### src/rtl/core/hrlp_pkg.sv
// hrlp_pkg: shared types, codes and character classes for the request line parser
// no dependencies; imported by hrlp_parse, http_request_line_parser and the testbench
`default_nettype none

package hrlp_pkg;

  localparam int COUNT_BITS_DEFAULT = 16;
  localparam int BYTE_W             = 8;
  localparam int LEN_W              = 16;
  localparam int STATUS_W           = 3;
  localparam int VER_W              = 7;
  localparam int TDATA_IN_W         = 8;
  localparam int TDATA_OUT_W        = 72;

  localparam logic [LEN_W-1:0] MAX_URI_RESET = 16'd8192;
  localparam logic [LEN_W-1:0] OUT_MAX       = 16'hFFFF;

  // result status codes
  localparam logic [STATUS_W-1:0] ST_BUSY     = 3'd0;
  localparam logic [STATUS_W-1:0] ST_DONE     = 3'd1;
  localparam logic [STATUS_W-1:0] ST_BAD      = 3'd2;
  localparam logic [STATUS_W-1:0] ST_VERSION  = 3'd3;
  localparam logic [STATUS_W-1:0] ST_URI_LONG = 3'd4;

  // characters that the grammar names
  localparam logic [BYTE_W-1:0] CH_CR    = 8'h0d;
  localparam logic [BYTE_W-1:0] CH_LF    = 8'h0a;
  localparam logic [BYTE_W-1:0] CH_SP    = 8'h20;
  localparam logic [BYTE_W-1:0] CH_DEL   = 8'h7f;
  localparam logic [BYTE_W-1:0] CH_H     = 8'h48;
  localparam logic [BYTE_W-1:0] CH_T     = 8'h54;
  localparam logic [BYTE_W-1:0] CH_P     = 8'h50;
  localparam logic [BYTE_W-1:0] CH_SLASH = 8'h2f;
  localparam logic [BYTE_W-1:0] CH_DOT   = 8'h2e;
  localparam logic [BYTE_W-1:0] CH_ZERO  = 8'h30;
  localparam logic [BYTE_W-1:0] CH_NINE  = 8'h39;
  localparam logic [BYTE_W-1:0] CH_UA    = 8'h41;
  localparam logic [BYTE_W-1:0] CH_UZ    = 8'h5a;
  localparam logic [BYTE_W-1:0] CH_LA    = 8'h61;
  localparam logic [BYTE_W-1:0] CH_LZ    = 8'h7a;
  localparam logic [BYTE_W-1:0] CH_USCORE = 8'h5f;
  localparam logic [BYTE_W-1:0] CH_DASH  = 8'h2d;

  typedef enum logic [14:0] {
    PH_START     = 15'b000000000000001,
    PH_METHOD    = 15'b000000000000010,
    PH_SP_URI    = 15'b000000000000100,
    PH_URI       = 15'b000000000001000,
    PH_AFTER_URI = 15'b000000000010000,
    PH_H         = 15'b000000000100000,
    PH_HT        = 15'b000000001000000,
    PH_HTT       = 15'b000000010000000,
    PH_HTTP      = 15'b000000100000000,
    PH_MAJ_FIRST = 15'b000001000000000,
    PH_MAJ       = 15'b000010000000000,
    PH_MIN_FIRST = 15'b000100000000000,
    PH_MIN       = 15'b001000000000000,
    PH_SP_END    = 15'b010000000000000,
    PH_CR_SEEN   = 15'b100000000000000
  } phase_t;

  typedef struct packed {
    logic [STATUS_W-1:0] status;
    logic [LEN_W-1:0]    line_length;
    logic [LEN_W-1:0]    method_length;
    logic [LEN_W-1:0]    uri_offset;
    logic [LEN_W-1:0]    uri_length;
    logic                version_minor;
  } result_t;

  function automatic logic is_digit(input logic [BYTE_W-1:0] b);
    return (b >= CH_ZERO) && (b <= CH_NINE);
  endfunction

  function automatic logic is_token(input logic [BYTE_W-1:0] b);
    return ((b >= CH_UA) && (b <= CH_UZ)) || ((b >= CH_LA) && (b <= CH_LZ)) ||
           is_digit(b) || (b == CH_USCORE) || (b == CH_DASH);
  endfunction

  function automatic logic is_uri(input logic [BYTE_W-1:0] b);
    return (b >= CH_SP) && (b != CH_DEL);
  endfunction

endpackage

`default_nettype wire

### src/rtl/core/hrlp_parse.sv
// hrlp_parse: line state registers and the per-byte parse step
// depends on hrlp_pkg
`default_nettype none

module hrlp_parse #(
  parameter int COUNT_BITS = hrlp_pkg::COUNT_BITS_DEFAULT
) (
  input  wire logic                        clk,
  input  wire logic                        rst,
  input  wire logic                        fire,
  input  wire logic [hrlp_pkg::BYTE_W-1:0] data_byte,
  input  wire logic [hrlp_pkg::LEN_W-1:0]  max_uri_length,
  output hrlp_pkg::result_t                result,
  output logic                             line_start
);
  import hrlp_pkg::*;

  localparam logic [COUNT_BITS-1:0] CNT_MAX = '1;

  phase_t                phase, phase_next;
  logic [COUNT_BITS-1:0] byte_count, byte_count_next;
  logic [COUNT_BITS-1:0] method_len, method_len_next;
  logic [COUNT_BITS-1:0] uri_begin, uri_begin_next;
  logic [COUNT_BITS-1:0] uri_len, uri_len_next;
  logic [VER_W-1:0]      major_value, major_value_next;
  logic [VER_W-1:0]      minor_value, minor_value_next;
  logic [STATUS_W-1:0]   st;
  logic [STATUS_W-1:0]   fin_st;
  logic [3:0]            dig;
  logic [31:0]           uri_len_ext;

  function automatic logic [COUNT_BITS-1:0] sat_inc(input logic [COUNT_BITS-1:0] v);
    return (v == CNT_MAX) ? v : v + 1'b1;
  endfunction

  function automatic logic [LEN_W-1:0] clip(input logic [COUNT_BITS-1:0] v);
    logic [31:0] e;
    e = 32'(v);
    return (e > 32'(OUT_MAX)) ? OUT_MAX : e[LEN_W-1:0];
  endfunction

  assign dig         = 4'(data_byte - CH_ZERO);
  assign uri_len_ext = 32'(uri_len);

  // version is checked before uri length
  always_comb begin
    if (!((major_value == 7'd1) && (minor_value <= 7'd1))) begin
      fin_st = ST_VERSION;
    end else if (uri_len_ext > 32'(max_uri_length)) begin
      fin_st = ST_URI_LONG;
    end else begin
      fin_st = ST_DONE;
    end
  end

  always_comb begin
    st               = ST_BUSY;
    phase_next       = phase;
    byte_count_next  = sat_inc(byte_count);
    method_len_next  = method_len;
    uri_begin_next   = uri_begin;
    uri_len_next     = uri_len;
    major_value_next = major_value;
    minor_value_next = minor_value;
    unique case (phase)
      PH_START: begin
        if ((data_byte == CH_CR) || (data_byte == CH_LF)) begin
          phase_next = PH_START;
        end else if (is_token(data_byte)) begin
          method_len_next = COUNT_BITS'(1);
          phase_next      = PH_METHOD;
        end else begin
          st = ST_BAD;
        end
      end
      PH_METHOD: begin
        if (data_byte == CH_SP) begin
          phase_next = PH_SP_URI;
        end else if (is_token(data_byte)) begin
          method_len_next = sat_inc(method_len);
        end else begin
          st = ST_BAD;
        end
      end
      PH_SP_URI: begin
        if (data_byte == CH_SP) begin
          phase_next = PH_SP_URI;
        end else if (is_uri(data_byte)) begin
          uri_begin_next = byte_count;
          uri_len_next   = COUNT_BITS'(1);
          phase_next     = PH_URI;
        end else begin
          st = ST_BAD;
        end
      end
      PH_URI: begin
        if (data_byte == CH_SP) begin
          phase_next = PH_AFTER_URI;
        end else if (is_uri(data_byte)) begin
          uri_len_next = sat_inc(uri_len);
        end else begin
          st = ST_BAD;
        end
      end
      PH_AFTER_URI: begin
        if (data_byte == CH_SP) begin
          phase_next = PH_AFTER_URI;
        end else if (data_byte == CH_H) begin
          phase_next = PH_H;
        end else begin
          st = ST_BAD;
        end
      end
      PH_H: begin
        if (data_byte == CH_T) phase_next = PH_HT;
        else st = ST_BAD;
      end
      PH_HT: begin
        if (data_byte == CH_T) phase_next = PH_HTT;
        else st = ST_BAD;
      end
      PH_HTT: begin
        if (data_byte == CH_P) phase_next = PH_HTTP;
        else st = ST_BAD;
      end
      PH_HTTP: begin
        if (data_byte == CH_SLASH) phase_next = PH_MAJ_FIRST;
        else st = ST_BAD;
      end
      PH_MAJ_FIRST: begin
        if (is_digit(data_byte)) begin
          major_value_next = VER_W'(dig);
          phase_next       = PH_MAJ;
        end else begin
          st = ST_BAD;
        end
      end
      PH_MAJ: begin
        if (data_byte == CH_DOT) begin
          phase_next = PH_MIN_FIRST;
        end else if (is_digit(data_byte) && (major_value <= 7'd9)) begin
          major_value_next = VER_W'(major_value * 7'd10) + VER_W'(dig);
        end else begin
          st = ST_BAD;
        end
      end
      PH_MIN_FIRST: begin
        if (is_digit(data_byte)) begin
          minor_value_next = VER_W'(dig);
          phase_next       = PH_MIN;
        end else begin
          st = ST_BAD;
        end
      end
      PH_MIN: begin
        if (is_digit(data_byte)) begin
          if (minor_value <= 7'd9) begin
            minor_value_next = VER_W'(minor_value * 7'd10) + VER_W'(dig);
          end else begin
            st = ST_BAD;
          end
        end else if (data_byte == CH_CR) begin
          phase_next = PH_CR_SEEN;
        end else if (data_byte == CH_LF) begin
          st = fin_st;
        end else if (data_byte == CH_SP) begin
          phase_next = PH_SP_END;
        end else begin
          st = ST_BAD;
        end
      end
      PH_SP_END: begin
        if (data_byte == CH_SP) begin
          phase_next = PH_SP_END;
        end else if (data_byte == CH_CR) begin
          phase_next = PH_CR_SEEN;
        end else if (data_byte == CH_LF) begin
          st = fin_st;
        end else begin
          st = ST_BAD;
        end
      end
      PH_CR_SEEN: begin
        if (data_byte == CH_LF) st = fin_st;
        else st = ST_BAD;
      end
      default: begin
        st = ST_BAD;
      end
    endcase
  end

  always_comb begin
    result        = '0;
    result.status = st;
    if (st == ST_DONE) begin
      result.line_length   = clip(byte_count_next);
      result.method_length = clip(method_len);
      result.uri_offset    = clip(uri_begin);
      result.uri_length    = clip(uri_len);
      result.version_minor = minor_value[0];
    end
  end

  assign line_start = (phase == PH_START);

  // any final status re-arms for the next line
  always_ff @(posedge clk) begin
    if (rst || (fire && (st != ST_BUSY))) begin
      phase       <= PH_START;
      byte_count  <= '0;
      method_len  <= '0;
      uri_begin   <= '0;
      uri_len     <= '0;
      major_value <= '0;
      minor_value <= '0;
    end else if (fire) begin
      phase       <= phase_next;
      byte_count  <= byte_count_next;
      method_len  <= method_len_next;
      uri_begin   <= uri_begin_next;
      uri_len     <= uri_len_next;
      major_value <= major_value_next;
      minor_value <= minor_value_next;
    end
  end

endmodule

`default_nettype wire

### src/rtl/core/http_request_line_parser.sv
// http_request_line_parser: top level with input register, result register and config
// depends on hrlp_pkg and hrlp_parse
//
// channel     | dir | fields (lowest bit first)
// s_axis      | in  | data_byte[7:0]
// m_axis      | out | status[2:0] line_length[18:3] method_length[34:19]
//             |     | uri_offset[50:35] uri_length[66:51] version_minor[67], zero pad
// cfg_wr      | in  | max_uri_length[15:0]
//
// one byte per cycle sustained while the result register is not stalled; each result is registered
// the parse step sits between the input byte register and the result register
// rst clears line state, both valid flags and sets max_uri_length to 8192
// a stalled result register holds the byte in the input register; s_axis_tready
// stays high while the input register is empty or passes its byte on
`default_nettype none

module http_request_line_parser #(
  parameter int COUNT_BITS = hrlp_pkg::COUNT_BITS_DEFAULT
) (
  input  wire logic                             clk,
  input  wire logic                             rst,
  input  wire logic                             s_axis_tvalid,
  output logic                                  s_axis_tready,
  input  wire logic [hrlp_pkg::TDATA_IN_W-1:0]  s_axis_tdata,  // data_byte
  output logic                                  m_axis_tvalid,
  input  wire logic                             m_axis_tready,
  // status, line_length, method_length, uri_offset, uri_length, version_minor
  output logic [hrlp_pkg::TDATA_OUT_W-1:0]      m_axis_tdata,
  input  wire logic                             cfg_wr_en,
  input  wire logic [hrlp_pkg::LEN_W-1:0]       cfg_wr_data
);
  import hrlp_pkg::*;

  logic               in_valid;
  logic [BYTE_W-1:0]  in_byte;
  logic               fire;
  logic               s_accept;
  logic [LEN_W-1:0]   max_uri_length;
  result_t            result;
  logic               line_start;

  assign fire          = in_valid && (!m_axis_tvalid || m_axis_tready);
  assign s_axis_tready = !in_valid || fire;
  assign s_accept      = s_axis_tvalid && s_axis_tready;

  always_ff @(posedge clk) begin
    if (rst) begin
      max_uri_length <= MAX_URI_RESET;
    end else if (cfg_wr_en) begin
      max_uri_length <= cfg_wr_data;
    end
  end

  always_ff @(posedge clk) begin
    if (rst) begin
      in_valid <= 1'b0;
    end else if (s_accept) begin
      in_valid <= 1'b1;
    end else if (fire) begin
      in_valid <= 1'b0;
    end
  end

  always_ff @(posedge clk) begin
    if (s_accept) begin
      in_byte <= s_axis_tdata[BYTE_W-1:0];
    end
  end

  hrlp_parse #(
    .COUNT_BITS(COUNT_BITS)
  ) u_parse (
    .clk            (clk),
    .rst            (rst),
    .fire           (fire),
    .data_byte      (in_byte),
    .max_uri_length (max_uri_length),
    .result         (result),
    .line_start     (line_start)
  );

  always_ff @(posedge clk) begin
    if (rst) begin
      m_axis_tvalid <= 1'b0;
    end else if (fire) begin
      m_axis_tvalid <= 1'b1;
    end else if (m_axis_tready) begin
      m_axis_tvalid <= 1'b0;
    end
  end

  always_ff @(posedge clk) begin
    if (fire) begin
      m_axis_tdata <= {4'b0000, result.version_minor, result.uri_length,
                       result.uri_offset, result.method_length,
                       result.line_length, result.status};
    end
  end

  // a final status always leaves the parser back at line start
  a_rearm: assert property (@(posedge clk) disable iff (rst)
    (fire && (result.status != ST_BUSY)) |=> line_start)
    else $error("parser not re-armed after final status");

  // fields other than status are zero unless the line is done
  a_fields_zero: assert property (@(posedge clk) disable iff (rst)
    (m_axis_tvalid && (m_axis_tdata[STATUS_W-1:0] != ST_DONE)) |->
    (m_axis_tdata[TDATA_OUT_W-1:STATUS_W] == '0))
    else $error("result fields set on a status other than done");

  // a full input register behind a stalled result register takes nothing more
  a_backpressure: assert property (@(posedge clk) disable iff (rst)
    (in_valid && m_axis_tvalid && !m_axis_tready) |-> !s_axis_tready)
    else $error("byte taken while the pipeline is stalled");

  // status codes stay within the defined set
  a_status_range: assert property (@(posedge clk) disable iff (rst)
    m_axis_tvalid |-> (m_axis_tdata[STATUS_W-1:0] <= ST_URI_LONG))
    else $error("undefined status code");

endmodule

`default_nettype wire

### config.mk
export PLATFORM = sky130hd
export DESIGN_NAME = http_request_line_parser
export DESIGN_NICKNAME = d
export VERILOG_FILES = /design/src/rtl/core/hrlp_pkg.sv /design/src/rtl/core/hrlp_parse.sv /design/src/rtl/core/http_request_line_parser.sv
export SDC_FILE = /design/constraint.sdc
export NUM_CORES = 1
export LEC_CHECK = 0
export BUFFER_PORTS_ARGS = -buffer_cell sky130_fd_sc_hd__buf_2
export CAP_MARGIN = 20
export CORE_MARGIN = 8
export CORE_UTILIZATION = 40
export CTS_CLUSTER_SIZE = 14
export DETAILED_ROUTE_END_ITERATION = 10
export GPL_ROUTABILITY_DRIVEN = 0
export PLACE_DENSITY_LB_ADDON = 0.25
export SLEW_MARGIN = 20
export SYNTH_ARGS = -nofsm -noshare
export SYNTH_HDL_FRONTEND = slang
export SYNTH_SLANG_ARGS = --single-unit
### constraint.sdc
create_clock -name clk -period 7.77 [get_ports clk]
set_clock_uncertainty 0.05 [all_clocks]
set_input_delay 0.3885 -clock clk [delete_from_list [all_inputs] [get_ports clk]]
set_output_delay 0.3885 -clock clk [all_outputs]
set_load 0.02 [all_outputs]
Word level (Yosys, flattened, before mapping)

Cells that the tools add are included.

Add/subtract/negate cells: 6
Multipliers: 2
Divide/modulo/power cells: 0
Magnitude comparators: 11
Eq/ne operators: 61
Shift operators: 0
Mux-type cells: 70
Bitwise gates (word level): 1
Reductions and logical operators: 36

Operator list:

| cell                    | number |
|---|---|
| $mux W15                | 21 |
| $pmux W15 S14           | 1 |
| $mux W16                | 11 |
| $pmux W16 S2            | 2 |
| $add A16 B1 Y16 const B | 3 |
| $eq A16 B16 Y1 const B  | 3 |
| $mux W3                 | 12 |
| $pmux W3 S12            | 1 |
| $mux W7                 | 5 |
| $eq A8 B6 Y1 const B    | 4 |
| $eq A8 B7 Y1 const B    | 4 |
| $ne A2 B1 Y1 const B    | 16 |
| $pmux W7 S2             | 2 |
| $mux W2                 | 11 |
| $reduce_and A18 Y1      | 1 |
| $eq A8 B4 Y1 const B    | 2 |
| $ge A8 B6 Y1 const B    | 2 |
| $ge A8 B7 Y1 const B    | 2 |
| $gt A16 B16 Y1          | 1 |
| $le A8 B7 Y1 const B    | 2 |
| $ne A2 B2 Y1 const B    | 8 |
| $eq A15 B1 Y1 const B   | 1 |
| $eq A15 B10 Y1 const B  | 1 |
| $eq A15 B11 Y1 const B  | 1 |
| other kinds (35)        | 70 |

Register bits after elaboration: 187
Bits in latches: 0
Bits in writable memories: 0
ROM bits: 0
Memories: 0

Depth between registers and ports, before layout

Depth in word-level cells: 12
Mapped depth: 12

Cells and area by module

A second synthesis with hierarchy kept.

Cell total of the unflattened synthesis: 1039
Area, all modules: 10151.0 µm²

Modules (own cells, without submodules):

| module                   | instances | cells each | area an instance (µm²) |
|---|---|---|---|
| hrlp_parse               | 1         | 896        | 7168.1 |
| http_request_line_parser | 1         | 143        | 2982.9 |

Worst setup path after synthesis

No wires, ideal clock.

Path type: flip-flop to flip-flop
Start: register m_axis_tvalid
End: register u_parse.uri_len[9]
Setup time: 0.130 ns
Arrival time: 3.878 ns
Required time: 7.590 ns
Path slack: 3.712 ns
Stages on the path, launching flop included: 11
Buffers on the path: 2
Cells stage by stage: dfxtp_1 > nor2b_1 > nand2b_1 > clkbuf_1 > inv_1 > o21ai_0 > or4b_1 > clkbuf_1 > nor4_1 > xnor2_1 > nor3_1

Cells in the longest elaborated chain, start to end: 5

Ends and longest elaborated chain:

| element                                                   | line                           | text |
|---|---|---|
| from (decl)                                               | http_request_line_parser.sv:25 | `output logic m_axis_tvalid,` |
| from (signal assigned)                                    | http_request_line_parser.sv:84 | `m_axis_tvalid <= 1'b0;` |
| from (signal assigned)                                    | http_request_line_parser.sv:86 | `m_axis_tvalid <= 1'b1;` |
| from (signal assigned)                                    | http_request_line_parser.sv:88 | `m_axis_tvalid <= 1'b0;` |
| $logic_not A1 Y1 *                                        | http_request_line_parser.sv:42 | `assign fire = in_valid && (!m_axis_tvalid \|\| m_axis_tready);` |
| $logic_or A1 B1 Y1 *                                      | http_request_line_parser.sv:42 |  |
| $logic_and A1 B1 Y1 *                                     | http_request_line_parser.sv:42 |  |
| named net fire                                            | http_request_line_parser.sv:36 | `logic fire;` |
| branches (longest 2 deep; another with $reduce_and A7 Y1) | -                              |  |
| to (signal assigned)                                      | hrlp_parse.sv:222              | `uri_len <= uri_len_next;` |
| to (decl)                                                 | hrlp_parse.sv:24               | `logic [COUNT_BITS-1:0] uri_len, uri_len_next;` |

Mark *: on every way through the listed nets, which the timed path passes.
A chain may end at the register's enable or synchronous reset.

Worst setup path after layout

Start: register u_parse.phase[5]
End: register u_parse.major_value[3]

Cells in the longest elaborated chain, start to end: 6

Ends and longest elaborated chain:

| element                                | line              | text |
|---|---|---|
| from (decl)                            | hrlp_parse.sv:20  | `phase_t phase, phase_next;` |
| from (signal assigned)                 | hrlp_parse.sv:218 | `phase <= phase_next;` |
| $eq A15 B10 Y1 (tied with other cells) | hrlp_parse.sv:65  | `unique case (phase)` |
| $reduce_or A2 Y1 (no line)             | -                 |  |
| $pmux W3 S12                           | hrlp_parse.sv:65  |  |
| $reduce_bool A3 Y1                     | hrlp_parse.sv:209 | `if (rst \|\| (fire && (st != ST_BUSY))) begin` |
| $logic_and A1 B1 Y1                    | hrlp_parse.sv:209 |  |
| $logic_or A1 B1 Y1                     | hrlp_parse.sv:209 |  |
| to (signal assigned)                   | hrlp_parse.sv:223 | `major_value <= major_value_next;` |
| to (decl)                              | hrlp_parse.sv:25  | `logic [VER_W-1:0] major_value, major_value_next;` |

Several ways; a longest one is shown, not always the timed one.

==> results_dict.tcl <==
set metrics [dict create \
    required_ps 8010 \
    synth_top_family_by_area "simple AND/OR/NAND/NOR gates" \
    wl_met1_um 11800 \
    p_leak_nw 3.883 \
    postCtsHoldBufs 0 \
    htree_levels 4 \
    cp_top_family "simple AND/OR/NAND/NOR gates" \
    grt_pass1_vias 7626 \
    numCtsBuffers 17 \
    rows 58 \
    drive_above_1_share_pct 13.17 \
    fmax_mhz 245.5 \
    ios 103 \
    crit_arrival_ps 4310 \
    postCtsSetupBuffers 0 \
    clk_pin_slew_ps 80 \
    r2r-start "u_parse.phase[5]" \
    wl_met3_um 1289 \
    clock_sinks 187 \
    muxShareOfSynthArea_pct 2.307 \
    r2r-end "u_parse.major_value[3]" \
    areaGrowthSynthToFinish_pct 12.89 \
    slew_viol_final 0 \
    met2_length_um 10640 \
    die_h_um 173.9 \
    die_w_um 173.9 \
    numPortBuffers 98 \
    first_pass_iters 5 \
    timing.setup.tns_ps 0 \
    synth-xor-area-share_pct 5.969 \
    synthSimpleGateAreaFrac_pct 25.32 \
    cts_resized 0 \
    path_cells "or4_1 -> nor4_2 -> or4b_1 -> o2111ai_1 -> a2111oi_4 -> a31oi_4 -> buf_4 -> nor3_1" \
    dieArea_mm2 0.03026 \
    synth-compound-area-share_pct 9.893 \
    power_density_mw_per_mm2 196.8 \
    start_kind "register" \
    r2r_cells 8 \
    drtIter0Drc 615 \
    synth_fa_ha_area_share_pct 4.940 \
    ys_seq_elements 187 \
    path_buf_inv 1 \
    hold_viol 0 \
    min_period_ps 4073 \
    grt_max_degree 75 \
    finalCritPeriodShare_pct 52.42 \
    yosysWarnings 0 \
    status "completed" \
    seq_area_frac_synth_pct 45.14 \
    hold_class "input pin to register" \
    tightest_slew_ps 1106 \
    synth_cell_types 69 \
    ff2ff_setup_slack_ps 3700 \
    wl_per_cell_um 16.05 \
    clk_path_buf_depth 2 \
    grt_pass1_wl_um 39700 \
    async_reset_ff_share_pct 0 \
    ir_drop_v 0.0001009 \
    synth_flop_cell "dfxtp_1" \
    avgSynthCellArea_um2 8.949 \
    crit_slowest_cell "or4_1" \
    dp.final_hpwl_um 17240 \
    max_slew_margin_pct 25.89 \
    drv_cap 0 \
    worstSetupPathType "register to register" \
    finalPower_mw 2.216 \
    fillCellCount 2438 \
    hold_path_depth 1 \
    rsz0062_at_grt "no" \
    setup_viol 0 \
    synthCells 1115 \
    synth_edf_count 76 \
    cts_tree "yes" \
    route.detailed.drc 0 \
    holdPathEnd "in_byte[0]" \
    diodes 0 \
    core-area_mm2 0.02482 \
    highest_layer "met4" \
    ant_nets 0 \
    cts_root_buffer "clkbuf_16" \
    path_max_fanout 58 \
    routed_wl_um 24180 \
    vias_per_cell 5.430 \
    clock_latency_ps 440 \
    critPathMaxStageDelay_ps 820 \
    hold_start "s_axis_tdata[0]" \
    antenna_found_initial 0 \
    nets 1230 \
    vias 8183 \
    grt-ovfl-total 0 \
    end_kind "register" \
    synth_area_mm2 0.009978 \
    gr-usage-all-layers_pct 15.79 \
    initial_core_util_pct 40.20 \
]
## logic make-up after synthesis
logic type | count (synthesis)
XOR/XNOR | 68
buffers and inverters | 159
AO/OA/AOI/OAI | 151
other | 1
flip-flops | 187
multiplexers | 23
AND/OR/NAND/NOR | 489
adder cells (fa/ha/maj) | 37
## synth_stat cells (4+ instances only)
cell	instances	share of area, %
a21o_1	8	0.60
a211oi_1	11	0.83
nor2_1	98	3.7
and2_1	10	0.63
and3_1	11	0.69
nor4_1	26	1.6
nand2_1	76	2.9
buf_2	15	0.75
edfxtp_1	76	23
a32oi_1	5	0.44
xnor2_1	50	4.4
o211ai_1	4	0.30
nand3_1	46	2.3
o21a_1	4	0.30
nor3b_1	7	0.53
a41oi_1	4	0.35
dfxtp_1	111	22
xor2_1	18	1.6
nand4_1	27	1.7
nor2b_1	14	0.88
a21oi_1	48	2.4
buf_4	4	0.30
or4_1	8	0.60
nor4b_1	4	0.35
fa_1	4	0.80
nand2b_1	12	0.75
ha_1	33	4.1
a31oi_1	6	0.38
o21ai_0	33	1.7
clkbuf_1	57	2.1
mux2i_1	23	2.3
or3_1	11	0.69
nor3_1	112	5.6
inv_1	79	3.0
and4_1	6	0.53
a22oi_1	4	0.30
or2_2	5	0.31
## power breakdown
| group | switching, mW | total [mW] | internal (mW) | leakage (nW) |
|---|---|---|---|---|
| logic | 0.174 | 0.238 | 0.0638 | 2.01 |
| registers | 0.0194 | 1.07 | 1.05 | 1.57 |
| clock network | 0.462 | 0.911 | 0.449 | 0.303 |
## cell type report
| class | instances | area, um2 | share of cell area (%) |
|---|---|---|---|
| flip-flops and latches | 187 | 4504 | 39.99 |
| multi-input cells | 772 | 4866 | 43.20 |
| repair buffers | 107 | 558.0 | 4.954 |
| well taps | 330 | 412.9 | 3.665 |
| clock inverters | 15 | 201.4 | 1.788 |
| inverters | 79 | 296.5 | 2.632 |
| clock buffers | 17 | 425.4 | 3.777 |
## flip-flops by register name (all words and copies together) (netlist names)
name,count
u_parse.phase,15
u_parse.minor_value,7
u_parse.method_len,16
max_uri_length,16
u_parse.uri_begin,16
m_axis_tvalid,1
m_axis_tdata,68
u_parse.major_value,7
u_parse.uri_len,16
in_valid,1
in_byte,8
u_parse.byte_count,16
## how the worst max path moves through the flow
stage | end | slack (ps) | startpoint | cells after the start
5_1_grt | u_parse.minor_value[0] | 3470 | u_parse.phase[5] | 8
3_5_place_dp | u_parse.byte_count[15] | 3770 | u_parse.phase[5] | 8
3_3_place_gp | u_parse.major_value[3] | 3820 | u_parse.phase[5] | 8
4_1_cts | u_parse.byte_count[15] | 3740 | u_parse.phase[5] | 8
6_report | u_parse.major_value[3] | 3700 | u_parse.phase[5] | 8
2_1_floorplan | u_parse.uri_len[9] | 3710 | m_axis_tvalid | 10
## metrics by stage
| step | instance area (um2) | hold WS (ps) | utilization [%] | worst slack (ps) | cells |
|---|---|---|---|---|---|
| floorplan | 9990 | 381.5 | - | 3712 | 1118 |
| global placement | 10640 | 394.1 | 42.86 | 3817 | 1475 |
| detailed placement | 10640 | 398.7 | 42.86 | 3765 | 1475 |
| CTS | 11260 | 48.51 | 45.39 | 3735 | 1507 |
| global route | 11260 | 51.41 | 45.39 | 3468 | 1507 |
| finish | 11260 | 71.64 | 45.39 | 3697 | 1507 |
## worst reg2reg max path: stages (launching register included)
cell and delay (ps):
dfxtp_1 420, or4_1 830, nor4_2 490, or4b_1 520, o2111ai_1 160, a2111oi_4 80, a31oi_4 580, buf_4 620
nor3_1 190
## per-layer routing
metal	vias to the layer above	track usage [%]
met5	-	0
met4	0	5.593
met3	31	2.842
met2	233	24.30
met1	3873	21.90
li1	4046	-
## layout by cell type, fill, tap and decap left out, types with 18 or more instances in the layout
cell type  instances
nor3_1           111
dfxtp_1          111
buf_2             98
nor2_1            97
inv_1             78
nand2_1           76
edfxtp_1          76
xnor2_1           50
a21oi_1           48
nand3_1           46
ha_1              33
o21ai_0           32
nand4_1           27
nor4_1            26
mux2i_1           23
xor2_1            18
(Power assumes the default switching activity.)
